File: src/hw/rtl/xld_pkg.sv
// types and constants shared by the xiph lacing deframer
`default_nettype none

package xld_pkg;

    typedef struct packed {
        logic [7:0] byte_in;
        logic       end_of_buffer;
    } xld_item_t;

    typedef struct packed {
        logic [7:0]  byte_out;
        logic [1:0]  item_kind;
        logic [7:0]  segment_index;
        logic        segment_start;
        logic        segment_end;
        logic [15:0] segment_length;
        logic [15:0] byte_position;
        logic        in_wanted;
        logic        buffer_end;
        logic [2:0]  status;
    } xld_result_t;

    typedef enum logic [3:0] {
        PH_COUNT   = 4'b0001,
        PH_LACE    = 4'b0010,
        PH_PAYLOAD = 4'b0100,
        PH_DISCARD = 4'b1000
    } xld_phase_t;

    localparam logic [1:0] KIND_COUNT   = 2'd0;
    localparam logic [1:0] KIND_LACE    = 2'd1;
    localparam logic [1:0] KIND_PAYLOAD = 2'd2;

    localparam logic [2:0] ST_OK          = 3'd0;
    localparam logic [2:0] ST_LACE_TRUNC  = 3'd1;
    localparam logic [2:0] ST_SEG_TRUNC   = 3'd2;
    localparam logic [2:0] ST_EMPTY_LAST  = 3'd3;
    localparam logic [2:0] ST_INDEX_RANGE = 3'd4;
    localparam logic [2:0] ST_OVERFLOW    = 3'd5;

    localparam logic [7:0]  LACE_CONTINUE = 8'd255;
    localparam logic [15:0] POS_MAX       = 16'hFFFF;

endpackage

`default_nettype wire

File: src/hw/rtl/xiph_lacing_deframer_unit.sv
// xiph lacing deframer: tags every byte of a laced header buffer
//
// item channel (item_valid / item_stall / item) takes one buffer byte per
// request, with end_of_buffer set on the last byte. result channel
// (result_valid / result_stall / result) returns exactly one tagged
// request per byte, in order: the byte, its kind, its segment, start and
// end marks, segment length, position, wanted flag and, on the last byte,
// the status of the whole buffer.
// each result is registered when its byte is taken, into the skid stage if stalled
// throughput: one byte per cycle while item_stall is low. a byte that closes
// a non-final segment is held until the look-ahead scan over the lace length
// memory has found the following segment; the scan reads one entry per
// cycle, stepping over zero-length segments, and stops at the final segment
// when no segment before it carries bytes
// cfg_we / cfg_data write the wanted segment index; write only when idle
// reset clears the walk state and the wanted index; the length memory is
// not cleared, as each buffer writes its entries before reading them
// a stalled receiver is absorbed by an output register plus one skid
// stage; item_stall rises once both are full
`default_nettype none

module xiph_lacing_deframer_unit #(
    parameter int LENGTH_WIDTH = 16,
    parameter int MAX_SEGMENTS = 256
) (
    input  wire logic                clk,
    input  wire logic                rst_n,
    input  wire logic                item_valid,
    output logic                     item_stall,
    input  wire xld_pkg::xld_item_t  item,
    output logic                     result_valid,
    input  wire logic                result_stall,
    output xld_pkg::xld_result_t     result,
    input  wire logic                cfg_we,
    input  wire logic [7:0]          cfg_data
);

    import xld_pkg::*;

    localparam int LW     = LENGTH_WIDTH;
    localparam int ADDR_W = $clog2(MAX_SEGMENTS);
    localparam logic [LW-1:0] LEN_MAX = {LW{1'b1}};

    // clamp a length to the 16-bit result field
    function automatic logic [15:0] clamp16(input logic [LW-1:0] v);
        logic [LW+15:0] w;
        w = {16'b0, v};
        if (w[LW+15:16] != '0)
            return 16'hFFFF;
        return w[15:0];
    endfunction

    // lace length memory
    logic [LW-1:0]     len_mem [0:MAX_SEGMENTS-1];
    logic [LW-1:0]     rd_data_reg;
    logic              mem_we;
    logic [ADDR_W-1:0] mem_waddr;
    logic [LW-1:0]     mem_wdata;
    logic              rd_en;

    // walk state
    xld_phase_t    phase_reg, phase_next;
    logic [7:0]    count_m1_reg, count_m1_next;
    logic [7:0]    lace_index_reg, lace_index_next;
    logic [LW-1:0] lace_accum_reg, lace_accum_next;
    logic [7:0]    cur_seg_reg, cur_seg_next;
    logic [LW-1:0] cur_len_reg, cur_len_next;
    logic [LW-1:0] bytes_left_reg, bytes_left_next;
    logic [15:0]   position_reg, position_next;
    logic          overflow_reg, overflow_next;
    logic          first_found_reg, first_found_next;
    logic [7:0]    first_seg_reg, first_seg_next;
    logic [LW-1:0] first_len_reg, first_len_next;

    // look-ahead scan state
    logic          scan_on_reg, scan_on_next;
    logic [7:0]    scan_ptr_reg, scan_ptr_next;
    logic          rd_pending_reg, rd_pending_next;
    logic [7:0]    rd_idx_reg, rd_idx_next;
    logic          ahead_valid_reg, ahead_valid_next;
    logic [7:0]    ahead_seg_reg, ahead_seg_next;
    logic [LW-1:0] ahead_len_reg, ahead_len_next;

    logic [7:0]    wanted_reg;

    // output register and skid stage
    logic          out_valid_reg, skid_valid_reg;
    xld_result_t   out_reg, skid_reg;

    logic          busy;
    logic          accept;
    logic          out_fire;
    logic          cur_nonfinal;
    xld_result_t   res;

    // helper values
    logic [LW:0]   lace_sum;
    logic [LW:0]   final_sum;
    logic [7:0]    enter_seg;
    logic [LW-1:0] enter_len;
    logic [2:0]    code;
    logic [7:0]    count_m1_now;

    assign cur_nonfinal = (cur_seg_reg < count_m1_reg);
    // a segment-closing byte needs the following segment known
    assign busy = (phase_reg == PH_PAYLOAD) && cur_nonfinal
                  && (bytes_left_reg == LW'(1)) && !ahead_valid_reg;
    assign item_stall = busy || skid_valid_reg;
    assign accept     = item_valid && !item_stall;
    assign out_fire   = out_valid_reg && !result_stall;

    assign result_valid = out_valid_reg;
    assign result       = out_reg;

    assign lace_sum  = {1'b0, lace_accum_reg} + (LW+1)'(item.byte_in);
    assign final_sum = {1'b0, bytes_left_reg} + (LW+1)'(1);

    always_comb
    begin
        phase_next       = phase_reg;
        count_m1_next    = count_m1_reg;
        lace_index_next  = lace_index_reg;
        lace_accum_next  = lace_accum_reg;
        cur_seg_next     = cur_seg_reg;
        cur_len_next     = cur_len_reg;
        bytes_left_next  = bytes_left_reg;
        position_next    = position_reg;
        overflow_next    = overflow_reg;
        first_found_next = first_found_reg;
        first_seg_next   = first_seg_reg;
        first_len_next   = first_len_reg;
        scan_on_next     = scan_on_reg;
        scan_ptr_next    = scan_ptr_reg;
        rd_pending_next  = 1'b0;
        rd_idx_next      = rd_idx_reg;
        ahead_valid_next = ahead_valid_reg;
        ahead_seg_next   = ahead_seg_reg;
        ahead_len_next   = ahead_len_reg;
        rd_en            = 1'b0;
        mem_we           = 1'b0;
        mem_waddr        = lace_index_reg[ADDR_W-1:0];
        mem_wdata        = lace_sum[LW-1:0];
        enter_seg        = first_seg_reg;
        enter_len        = first_len_reg;
        code             = ST_OK;
        count_m1_now     = count_m1_reg;
        res              = '0;

        // background scan for the next segment with bytes
        if (scan_on_reg && !ahead_valid_reg)
        begin
            if (rd_pending_reg && (rd_data_reg != '0))
            begin
                ahead_valid_next = 1'b1;
                ahead_seg_next   = rd_idx_reg;
                ahead_len_next   = rd_data_reg;
                scan_on_next     = 1'b0;
            end
            else if (scan_ptr_reg < count_m1_reg)
            begin
                rd_en           = 1'b1;
                rd_idx_next     = scan_ptr_reg;
                scan_ptr_next   = scan_ptr_reg + 8'd1;
                rd_pending_next = 1'b1;
            end
            else
            begin
                // nothing left but the final segment
                ahead_valid_next = 1'b1;
                ahead_seg_next   = count_m1_reg;
                ahead_len_next   = '0;
                scan_on_next     = 1'b0;
            end
        end

        res.byte_out      = item.byte_in;
        res.byte_position = position_reg;
        res.buffer_end    = item.end_of_buffer;

        if (accept)
        begin
            if ((position_reg == POS_MAX) && !item.end_of_buffer)
                overflow_next = 1'b1;
            position_next = (position_reg == POS_MAX) ? position_reg
                                                      : position_reg + 16'd1;

            unique case (phase_reg)
                PH_COUNT:
                begin
                    res.item_kind    = KIND_COUNT;
                    count_m1_next    = item.byte_in;
                    count_m1_now     = item.byte_in;
                    first_found_next = 1'b0;
                    if ({1'b0, item.byte_in} >= 9'(MAX_SEGMENTS))
                    begin
                        phase_next = PH_DISCARD;
                        code       = ST_OVERFLOW;
                    end
                    else if (item.byte_in == 8'd0)
                    begin
                        cur_seg_next    = '0;
                        bytes_left_next = '0;
                        phase_next      = PH_PAYLOAD;
                        code            = ST_EMPTY_LAST;
                    end
                    else
                    begin
                        lace_index_next = '0;
                        lace_accum_next = '0;
                        phase_next      = PH_LACE;
                        code            = ST_LACE_TRUNC;
                    end
                end
                PH_LACE:
                begin
                    res.item_kind = KIND_LACE;
                    code          = ST_LACE_TRUNC;
                    if (lace_sum[LW])
                        overflow_next = 1'b1;
                    mem_wdata       = lace_sum[LW] ? LEN_MAX : lace_sum[LW-1:0];
                    lace_accum_next = mem_wdata;
                    if (item.byte_in != LACE_CONTINUE)
                    begin
                        mem_we          = 1'b1;
                        lace_index_next = lace_index_reg + 8'd1;
                        lace_accum_next = '0;
                        // track the first segment that carries bytes
                        if (!first_found_reg && (mem_wdata != '0))
                        begin
                            first_found_next = 1'b1;
                            first_seg_next   = lace_index_reg;
                            first_len_next   = mem_wdata;
                        end
                        if ((lace_index_reg + 8'd1) == count_m1_reg)
                        begin
                            if (first_found_reg)
                            begin
                                enter_seg = first_seg_reg;
                                enter_len = first_len_reg;
                            end
                            else if (mem_wdata != '0)
                            begin
                                enter_seg = lace_index_reg;
                                enter_len = mem_wdata;
                            end
                            else
                            begin
                                enter_seg = count_m1_reg;
                                enter_len = '0;
                            end
                            phase_next       = PH_PAYLOAD;
                            cur_seg_next     = enter_seg;
                            ahead_valid_next = 1'b0;
                            rd_pending_next  = 1'b0;
                            if (enter_seg < count_m1_reg)
                            begin
                                cur_len_next    = enter_len;
                                bytes_left_next = enter_len;
                                scan_on_next    = 1'b1;
                                scan_ptr_next   = enter_seg + 8'd1;
                                code            = ST_SEG_TRUNC;
                            end
                            else
                            begin
                                bytes_left_next = '0;
                                scan_on_next    = 1'b0;
                                code            = ST_EMPTY_LAST;
                            end
                        end
                    end
                end
                PH_PAYLOAD:
                begin
                    res.item_kind     = KIND_PAYLOAD;
                    res.segment_index = cur_seg_reg;
                    res.in_wanted     = (cur_seg_reg == wanted_reg);
                    if (cur_nonfinal)
                    begin
                        res.segment_length = clamp16(cur_len_reg);
                        res.segment_start  = (bytes_left_reg == cur_len_reg);
                        res.segment_end    = (bytes_left_reg == LW'(1));
                        code               = ST_SEG_TRUNC;
                        if (bytes_left_reg == LW'(1))
                        begin
                            // step to the segment found by the scan
                            cur_seg_next     = ahead_seg_reg;
                            ahead_valid_next = 1'b0;
                            rd_pending_next  = 1'b0;
                            if (ahead_seg_reg < count_m1_reg)
                            begin
                                cur_len_next    = ahead_len_reg;
                                bytes_left_next = ahead_len_reg;
                                scan_on_next    = 1'b1;
                                scan_ptr_next   = ahead_seg_reg + 8'd1;
                            end
                            else
                            begin
                                bytes_left_next = '0;
                                scan_on_next    = 1'b0;
                                code            = ST_EMPTY_LAST;
                            end
                        end
                        else
                            bytes_left_next = bytes_left_reg - LW'(1);
                    end
                    else
                    begin
                        res.segment_start = (bytes_left_reg == '0);
                        res.segment_end   = item.end_of_buffer;
                        if (final_sum[LW])
                            overflow_next = 1'b1;
                        bytes_left_next    = final_sum[LW] ? LEN_MAX : final_sum[LW-1:0];
                        res.segment_length = clamp16(bytes_left_next);
                        code               = ST_OK;
                    end
                end
                PH_DISCARD:
                begin
                    res.item_kind = KIND_LACE;
                    code          = ST_OVERFLOW;
                end
                default:
                begin
                    res.item_kind = KIND_LACE;
                    code          = ST_OVERFLOW;
                end
            endcase

            if (item.end_of_buffer)
            begin
                if (wanted_reg > count_m1_now)
                    res.status = ST_INDEX_RANGE;
                else if (overflow_next)
                    res.status = ST_OVERFLOW;
                else
                    res.status = code;

                // back to the start state for the next buffer
                phase_next       = PH_COUNT;
                count_m1_next    = '0;
                lace_index_next  = '0;
                lace_accum_next  = '0;
                cur_seg_next     = '0;
                bytes_left_next  = '0;
                position_next    = '0;
                overflow_next    = 1'b0;
                first_found_next = 1'b0;
                scan_on_next     = 1'b0;
                rd_pending_next  = 1'b0;
                ahead_valid_next = 1'b0;
            end
        end
    end

    // memory port: one write from the lace walk, one read for the scan
    always_ff @(posedge clk)
    begin
        if (mem_we)
            len_mem[mem_waddr] <= mem_wdata;
        if (rd_en)
            rd_data_reg <= len_mem[scan_ptr_reg[ADDR_W-1:0]];
    end

    always_ff @(posedge clk or negedge rst_n)
    begin
        if (!rst_n)
        begin
            phase_reg       <= PH_COUNT;
            count_m1_reg    <= '0;
            lace_index_reg  <= '0;
            lace_accum_reg  <= '0;
            cur_seg_reg     <= '0;
            cur_len_reg     <= '0;
            bytes_left_reg  <= '0;
            position_reg    <= '0;
            overflow_reg    <= 1'b0;
            first_found_reg <= 1'b0;
            first_seg_reg   <= '0;
            first_len_reg   <= '0;
            scan_on_reg     <= 1'b0;
            scan_ptr_reg    <= '0;
            rd_pending_reg  <= 1'b0;
            rd_idx_reg      <= '0;
            ahead_valid_reg <= 1'b0;
            ahead_seg_reg   <= '0;
            ahead_len_reg   <= '0;
            wanted_reg      <= '0;
            out_valid_reg   <= 1'b0;
            skid_valid_reg  <= 1'b0;
        end
        else
        begin
            phase_reg       <= phase_next;
            count_m1_reg    <= count_m1_next;
            lace_index_reg  <= lace_index_next;
            lace_accum_reg  <= lace_accum_next;
            cur_seg_reg     <= cur_seg_next;
            cur_len_reg     <= cur_len_next;
            bytes_left_reg  <= bytes_left_next;
            position_reg    <= position_next;
            overflow_reg    <= overflow_next;
            first_found_reg <= first_found_next;
            first_seg_reg   <= first_seg_next;
            first_len_reg   <= first_len_next;
            scan_on_reg     <= scan_on_next;
            scan_ptr_reg    <= scan_ptr_next;
            rd_pending_reg  <= rd_pending_next;
            rd_idx_reg      <= rd_idx_next;
            ahead_valid_reg <= ahead_valid_next;
            ahead_seg_reg   <= ahead_seg_next;
            ahead_len_reg   <= ahead_len_next;
            if (cfg_we)
                wanted_reg <= cfg_data;

            if (accept)
            begin
                if (out_valid_reg && !out_fire)
                    skid_valid_reg <= 1'b1;
                else
                    out_valid_reg <= 1'b1;
            end
            else if (out_fire)
            begin
                if (skid_valid_reg)
                    skid_valid_reg <= 1'b0;
                else
                    out_valid_reg <= 1'b0;
            end
        end
    end

    // result payload, no reset needed
    always_ff @(posedge clk)
    begin
        if (accept)
        begin
            if (out_valid_reg && !out_fire)
                skid_reg <= res;
            else
                out_reg <= res;
        end
        else if (out_fire && skid_valid_reg)
            out_reg <= skid_reg;
    end

endmodule

`default_nettype wire
File: config.mk
export PLATFORM = sky130hd
export DESIGN_NAME = xiph_lacing_deframer_unit
export DESIGN_NICKNAME = d
export VERILOG_FILES = /design/src/hw/rtl/xld_pkg.sv /design/src/hw/rtl/xiph_lacing_deframer_unit.sv
export SDC_FILE = /design/constraint.sdc
export NUM_CORES = 2
export LEC_CHECK = 0
export CORE_ASPECT_RATIO = 1.4
export CORE_UTILIZATION = 30
export CTS_CLUSTER_DIAMETER = 50
export DETAILED_ROUTE_END_ITERATION = 12
export DONT_BUFFER_PORTS = 1
export GPL_ROUTABILITY_DRIVEN = 0
export HOLD_SLACK_MARGIN = 0.12
export PLACE_DENSITY_LB_ADDON = 0.25
export SYNTH_ARGS = -nofsm -noshare
export SYNTH_HDL_FRONTEND = slang
export SYNTH_SLANG_ARGS = --single-unit
File: constraint.sdc
create_clock -name clk -period 7.64 [get_ports clk]
set_clock_uncertainty 0.2 [all_clocks]
set_input_delay 0.764 -clock clk [delete_from_list [all_inputs] [get_ports clk]]
set_output_delay 0.764 -clock clk [all_outputs]
set_load 0.01 [all_outputs]
=== Yosys cells after proc, flatten, opt, wreduce, memory -nomap -nowiden ===
Memory sizes are Yosys's and may differ from the RTL's. A register that Yosys moved wholly into a read port is not among the register bits.
Cells that the tools add are included.

* Memories kept: 1
* Bits in writable memories: 4,096
* Bits of input ports: 22
* Bits in registers: 285

{| class="wikitable"
|+ Memory list
! memory !! depth !! width !! read ports !! clocked after Yosys merged registers in !! write ports !! RTL line !! RTL
|-
| len_mem || 256 || 16 || 1 || 1 || 1 || xiph_lacing_deframer_unit.sv:54 || <nowiki>logic [LW-1:0] len_mem [0:MAX_SEGMENTS-1];</nowiki>
|}

* Reduce and logical (&&, ||, !) cells: 42
* Add/sub/neg operators: 8
* Bitwise operators: 1
* Multiplexer cells: 141
* $lt $le $gt $ge: 5
* Eq/ne operators: 27

{| class="wikitable"
|+ Operators with widths
! kind !! count
|-
| $mux W16 || 27
|-
| $mux W8 || 30
|-
| $mux W57 || 3
|-
| $pmux W16 S2 || 2
|-
| $mux W1 || 54
|-
| $pmux W16 S3 || 1
|-
| $add A8 B1 Y8 const B || 4
|-
| $lt A8 B8 Y1 || 4
|-
| $pmux W8 S2 || 2
|-
| $reduce_bool A16 Y1 || 2
|-
| $mux W26 || 1
|-
| $pmux W8 S3 || 1
|-
| $mux W18 || 1
|-
| $ne A3 B3 Y1 const B || 6
|-
| $add A16 B1 Y17 const B || 1
|-
| $add A16 B8 Y17 || 1
|-
| $add A16 B1 Y16 const B || 1
|-
| $eq A16 B1 Y1 const B || 1
|-
| $eq A16 B16 Y1 || 1
|-
| $eq A16 B16 Y1 const B || 1
|-
| $eq A8 B8 Y1 || 2
|-
| $logic_not A16 Y1 || 1
|-
| $reduce_and A4 Y1 || 4
|-
| $sub A16 B1 Y16 const B || 1
|-
| other kinds (28) || 72
|}

=== Depth between registers and ports, before layout ===
* Word-level depth: 19
* Depth in mapped cells: 23
* Gate-level depth less buffers: 21

=== Worst setup path after synthesis ===
No wires, ideal clock.

* Path kind: input -> register
* From: in item[5] (netlist name)
* To: mem len_mem[0][1] (netlist name) (data pin)
* Slack: 322 ps
* Path buffers: 2
* Stages: 10
* Arrival: 6,215 ps
* Cells stage by stage: ha_1 > and3_1 > a221oi_4 > a211oi_4 > and3_1 > clkbuf_1 > and3_1 > clkbuf_1 > nand3_1 > nand2b_1

* Longest elaborated chain between the ends: 4

{| class="wikitable"
|+ RTL lines
! item !! RTL line !! RTL
|-
| start: declaration || xiph_lacing_deframer_unit.sv:30 || <nowiki>input wire xld_pkg::xld_item_t item,</nowiki>
|-
| $add A16 B8 Y17 || xiph_lacing_deframer_unit.sv:115 || <nowiki>assign lace_sum = {1'b0, lace_accum_reg} + (LW+1)'(item.byte_in);</nowiki>
|-
| $mux W16 || xiph_lacing_deframer_unit.sv:220 || <nowiki>mem_wdata = lace_sum[LW] ? LEN_MAX : lace_sum[LW-1:0];</nowiki>
|-
| $mux W16 || xiph_lacing_deframer_unit.sv:187 || <nowiki>unique case (phase_reg)</nowiki>
|-
| $mux W16 || xiph_lacing_deframer_unit.sv:180 || <nowiki>if (accept)</nowiki>
|-
| via mem_wdata[1] || xiph_lacing_deframer_unit.sv:58 || <nowiki>logic [LW-1:0] mem_wdata;</nowiki>
|-
| end: declaration || xiph_lacing_deframer_unit.sv:54 ||
|}

The timed path passes the listed nets, and every way through them passes these cells.

=== Final worst setup path ===
* From: in item[1] (netlist name)
* To: reg cur_len_reg[10]

* Longest elaborated chain between the ends: 12
* Elaborated cells on any way between the ends: 20
* Classes of those cells: 1 x add/sub; 1 x order compare; 3 x eq/ne; 13 x mux; 2 x reduce/logical

{| class="wikitable"
|+ RTL lines
! item !! RTL line !! RTL
|-
| $add A16 B8 Y17 || xiph_lacing_deframer_unit.sv:115 ||
|-
| $mux W16 || xiph_lacing_deframer_unit.sv:220 ||
|-
| $reduce_bool A16 Y1 || xiph_lacing_deframer_unit.sv:241 || <nowiki>else if (mem_wdata != '0)</nowiki>
|-
| $mux W8 || xiph_lacing_deframer_unit.sv:241 ||
|-
| $mux W8 || xiph_lacing_deframer_unit.sv:236 || <nowiki>if (first_found_reg)</nowiki>
|-
| $mux W8 || xiph_lacing_deframer_unit.sv:234 || <nowiki>if ((lace_index_reg + 8'd1) == count_m1_reg)</nowiki>
|-
| $mux W8 || xiph_lacing_deframer_unit.sv:222 || <nowiki>if (item.byte_in != LACE_CONTINUE)</nowiki>
|-
| $mux W8 || xiph_lacing_deframer_unit.sv:187 ||
|-
| $mux W8 || xiph_lacing_deframer_unit.sv:180 ||
|-
| $lt A8 B8 Y1 || xiph_lacing_deframer_unit.sv:255 || <nowiki>if (enter_seg < count_m1_reg)</nowiki>
|-
| $ne A2 B2 Y1 (no source line) || n/a ||
|-
| $reduce_and A8 Y1 (no source line) || n/a ||
|-
| end signal: assignment || xiph_lacing_deframer_unit.sv:398 || <nowiki>cur_len_reg <= cur_len_next;</nowiki>
|-
| end: declaration || xiph_lacing_deframer_unit.sv:67 || <nowiki>logic [LW-1:0] cur_len_reg, cur_len_next;</nowiki>
|}

Parallel ways exist; a longest one is shown, timed or not. The select of a mux whose other input is x is not followed.
A chain may end at the register's enable or synchronous reset.

==> flow_summary_export.csv <==
group,metric,value,unit
clock_tree,clk_pin_slew_worst_paths,0.06,ns
logic_synthesis,synth_edf_count,4226,
routing,vias,81810,
logic_synthesis,synth_area_leaders,"edfxtp_1 73%, mux4_2 18%, dfrtp_1 2.4%",
timing,max_freq,146.3,MHz
pwr,p_sw_share,30.05,%
clock_tree,cts_setup_buffers,0,
setup_path,path_max_fanout,30,
logic_synthesis,synth_cell_types,94,
setup_path,critPathLaunchType,"primary input",
routing,drtIter0Drc,7911,
setup_path,cp-end-kind,"register",
timing,max_slew_margin,12.72,%
pwr,ir_worst_vdd,0.0002905,V
pwr,p_per_area,320.8,nW/µm²
clock_tree,cts_resized,0,
grt,grt_max_degree,171,
routing,wl_per_cell,29.87,µm
routing,drc_errors,0,
timing,min_period,6.836,ns
setup_path,cp_slowest_stage_delay,0.68,ns
logic_synthesis,ys_warn_count,0,
clock_tree,cts_sinks,4396,
grt,grt-ovfl-total,0,
routing,drtAntennaViolNets,0,
logic_synthesis,synth_seq_cells,4396,
timing,min_period_over_period,89.47,%
pwr,power.total,63.86,mW
run_status,outcome,"finished, final reports clean",
clock_tree,cts_root_buf,"clkbuf_16",
timing,setup_tns,0,ns
final_layout,postLayoutCellArea,199100,µm²
die,fp.dieH,900.3,µm
setup_path,cpMaxStageDelayCell,"nand4b_1",
setup_path,r2r-start,"lace_accum_reg[0]",
place,placed_area,185000,µm²
setup_path,cp_data_required_time,8.34,ns
final_layout,syn2layout_area_growth,15.14,%
clock_tree,clk_path_buf_depth,4,
logic_synthesis,synth_top_area_share,73.39,%
pwr,power.leakage,59.21,nW
routing,vias_per_cell,5.044,
grt,grt_pass1_wl,682800,µm
setup_path,r2r_end,"cur_len_reg[10]",
setup_path,worstPathArrival,7.54,ns
place,dp_cells,15400,
logic_synthesis,ys.flop_type,"edfxtp_1",
timing,hold_violations,0,
logic_synthesis,syn_inst,7809,
die,initial_core_util,30.13,%
logic_synthesis,synth_top_area_cell,"edfxtp_1",
setup_path,rrSetupSlack,0.82,ns
final_layout,largest_register_ffs,4096,
die,core-area,573800,µm²
place,hpwl,297800,µm
hold_path,hold_class,"primary input to async pin",
clock_tree,postCtsHoldBufs,27,
die,rows,329,
logic_synthesis,syn_nets,7887,
pwr,seqPwrFrac,43.0,%
die,die_w,643.6,µm
clock_tree,cts_tree,"built",
logic_synthesis,ys_async_sr_fraction,3.867,%
die,dieArea,579500,µm²
grt,antenna_found_initial,22,
logic_synthesis,avgSynthCellArea,22.14,µm²
clock_tree,htreeDepth,5,
pwr,p_clk_share,33.0,%
routing,drt-total-wl,484500,µm
timing,worst_pin_slew,1.309,ns
logic_synthesis,syn_area,172900,µm²
timing,setup_viol,0,
logic_synthesis,ys_seq_area_share,75.85,%
flow_run,max_cap_violations,0,
grt,grtUsageTotal,16.49,%
place,portBuffers,0,
pwr,power_switching,19.19,mW
setup_path,ff2ff_path_depth,20,
timing,drv_slew,0,
setup_path,critical_path_class,"primary input to register",
die,boundaryPins,81,
final_layout,final_cells,16220,
timing,rsz0062_at_grt,"false",
grt,first_global_vias,86010,
routing,dr.pass1.iters,5,
setup_path,crit_chain,"dlygate4sd3_1 > ha_1 > fa_1 > a21o_1 > a21oi_1 > xor2_1 > o2111ai_1 > nand4b_1 > o21ai_0 > a31oi_2 > ha_1 > a21bo_2 > a221oi_1 > o41a_1 > nand4_1 > o211ai_2 > nand2_1 > nand4_1 > buf_4 > nand2_1 > o21ai_1",
pwr,cell_internal_pwr,44.67,mW
final_layout,drive_above_1_share,29.76,%
pwr,p_comb_share,24.0,%
clock_tree,cts_made_buffers,421,
final_layout,layout.nets,8316,
clock_tree,clk_latency,1.06,ns
## worst max-delay path by stage
| stage | from | endpoint | slack [ns] | cells past startpoint |
|---|---|---|---|---|
| finish | item[1] | cur_len_reg[10] | 0.80 | 21 |
| global route | lace_accum_reg[0] | cur_len_reg[10] | 0.39 | 20 |
| CTS | lace_accum_reg[0] | cur_len_reg[10] | 0.97 | 20 |
| detailed placement | item[1] | cur_len_reg[2] | 0.70 | 20 |
| global placement | item[1] | cur_len_reg[9] | 0.79 | 20 |
| floorplan | item[5] | len_mem[0][1] | 0.32 | 10 |
## cell usage after synthesis, types with 19 or more instances
master and count:
edfxtp_1 4226, mux4_2 1360, nor2_1 375, nand2_1 295, clkbuf_1 274, dfrtp_1 169
o21ai_0 116, a21oi_1 105, buf_2 97, nand3_1 75, buf_1 67, xor2_1 57
ha_1 55, and3_1 40, mux2_2 37, o21ai_1 34, xnor2_1 32, inv_1 27
or3_1 24, nand4_1 23, o31ai_1 22, nand2b_1 19
## stage by stage
step	worst slack (ns)	util [%]	hold slack, ns
floorplan	0.3217	-	0.2321
global placement	0.7928	32.24	0.2488
detailed placement	0.7033	32.24	0.2629
CTS	0.9715	34.69	0.1228
global route	0.3879	34.69	0.1872
finish	0.8045	34.70	0.2090
## critical path: cells and delay by family
family          cells  cell delay, ns
buf+inv             2            0.99
simple gates        5            1.49
fa+ha+maj           3            1.08
compound gates     10            2.78
xor+xnor            1            0.40
## layout make-up
cell class	instances	area, µm²
diodes	10	25.02
clock buffers	497	10970
clock inverters	282	2838
fillers	53240	374700
inverters	29	108.9
multi-input cells	2940	40180
flip-flops and latches	4396	131200
well taps	7613	9525
repair buffers	450	4277
## metal layers
layer	part of all wire, %	up-vias	GRT usage (%)
li1	-	33750	-
met3	4.7	633	2.210
met1	38	45110	19.70
met2	54	2314	30.46
met4	3.5	2	5.406
met5	0.0023	-	0
## cell usage in the layout, fill, tap and decap left out, types with 26 or more instances in the layout
cell type      netlist  final
a21oi_1            105    104
and3_1              40     39
buf_12               0     65
buf_4                4    358
bufinv_16            0     41
clkbuf_1           274     69
clkbuf_16            0    428
clkinv_1             2     90
clkinv_2             0     74
clkinvlp_4           0     27
dfrtp_1            169    163
dlygate4sd3_1        0     26
edfxtp_1          4226   4226
ha_1                55     55
inv_1               27     27
mux2_2              37     37
mux4_2            1360   1360
nand2_1            295    267
nand3_1             75     73
nor2_1             375    344
nor2_2               0     31
o21ai_0            116    115
o21ai_1             34     34
xnor2_1             32     32
xor2_1              57     57
## power groups by stage
stage / logic (mW) / clock network (mW) / registers (mW)
after CTS: 15.7 / 21.6 / 27.5
after global placement: 15.6 / 0 / 28.0
after detailed placement: 15.6 / 0 / 28.0
final: 15.3 / 21.1 / 27.5
after global routing: 16.1 / 22.4 / 27.5
after floorplan: 10.1 / 0 / 27.5
## cell families (layout without fill, tap and decap cells)
| group | Yosys count | after routing | share of synthesized area, % |
|---|---|---|---|
| buffers and inverters | 473 | 1258 | 1.111 |
| AO/OA/AOI/OAI | 430 | 430 | 1.626 |
| adder cells (fa/ha/maj) | 56 | 56 | 0.4095 |
| flip-flops | 4396 | 4396 | 75.85 |
| XOR/XNOR | 91 | 91 | 0.4696 |
| other | 0 | 10 | 0 |
| AND/OR/NAND/NOR | 944 | 944 | 2.440 |
| multiplexers | 1419 | 1419 | 18.09 |
(Power assumes the default switching activity.)
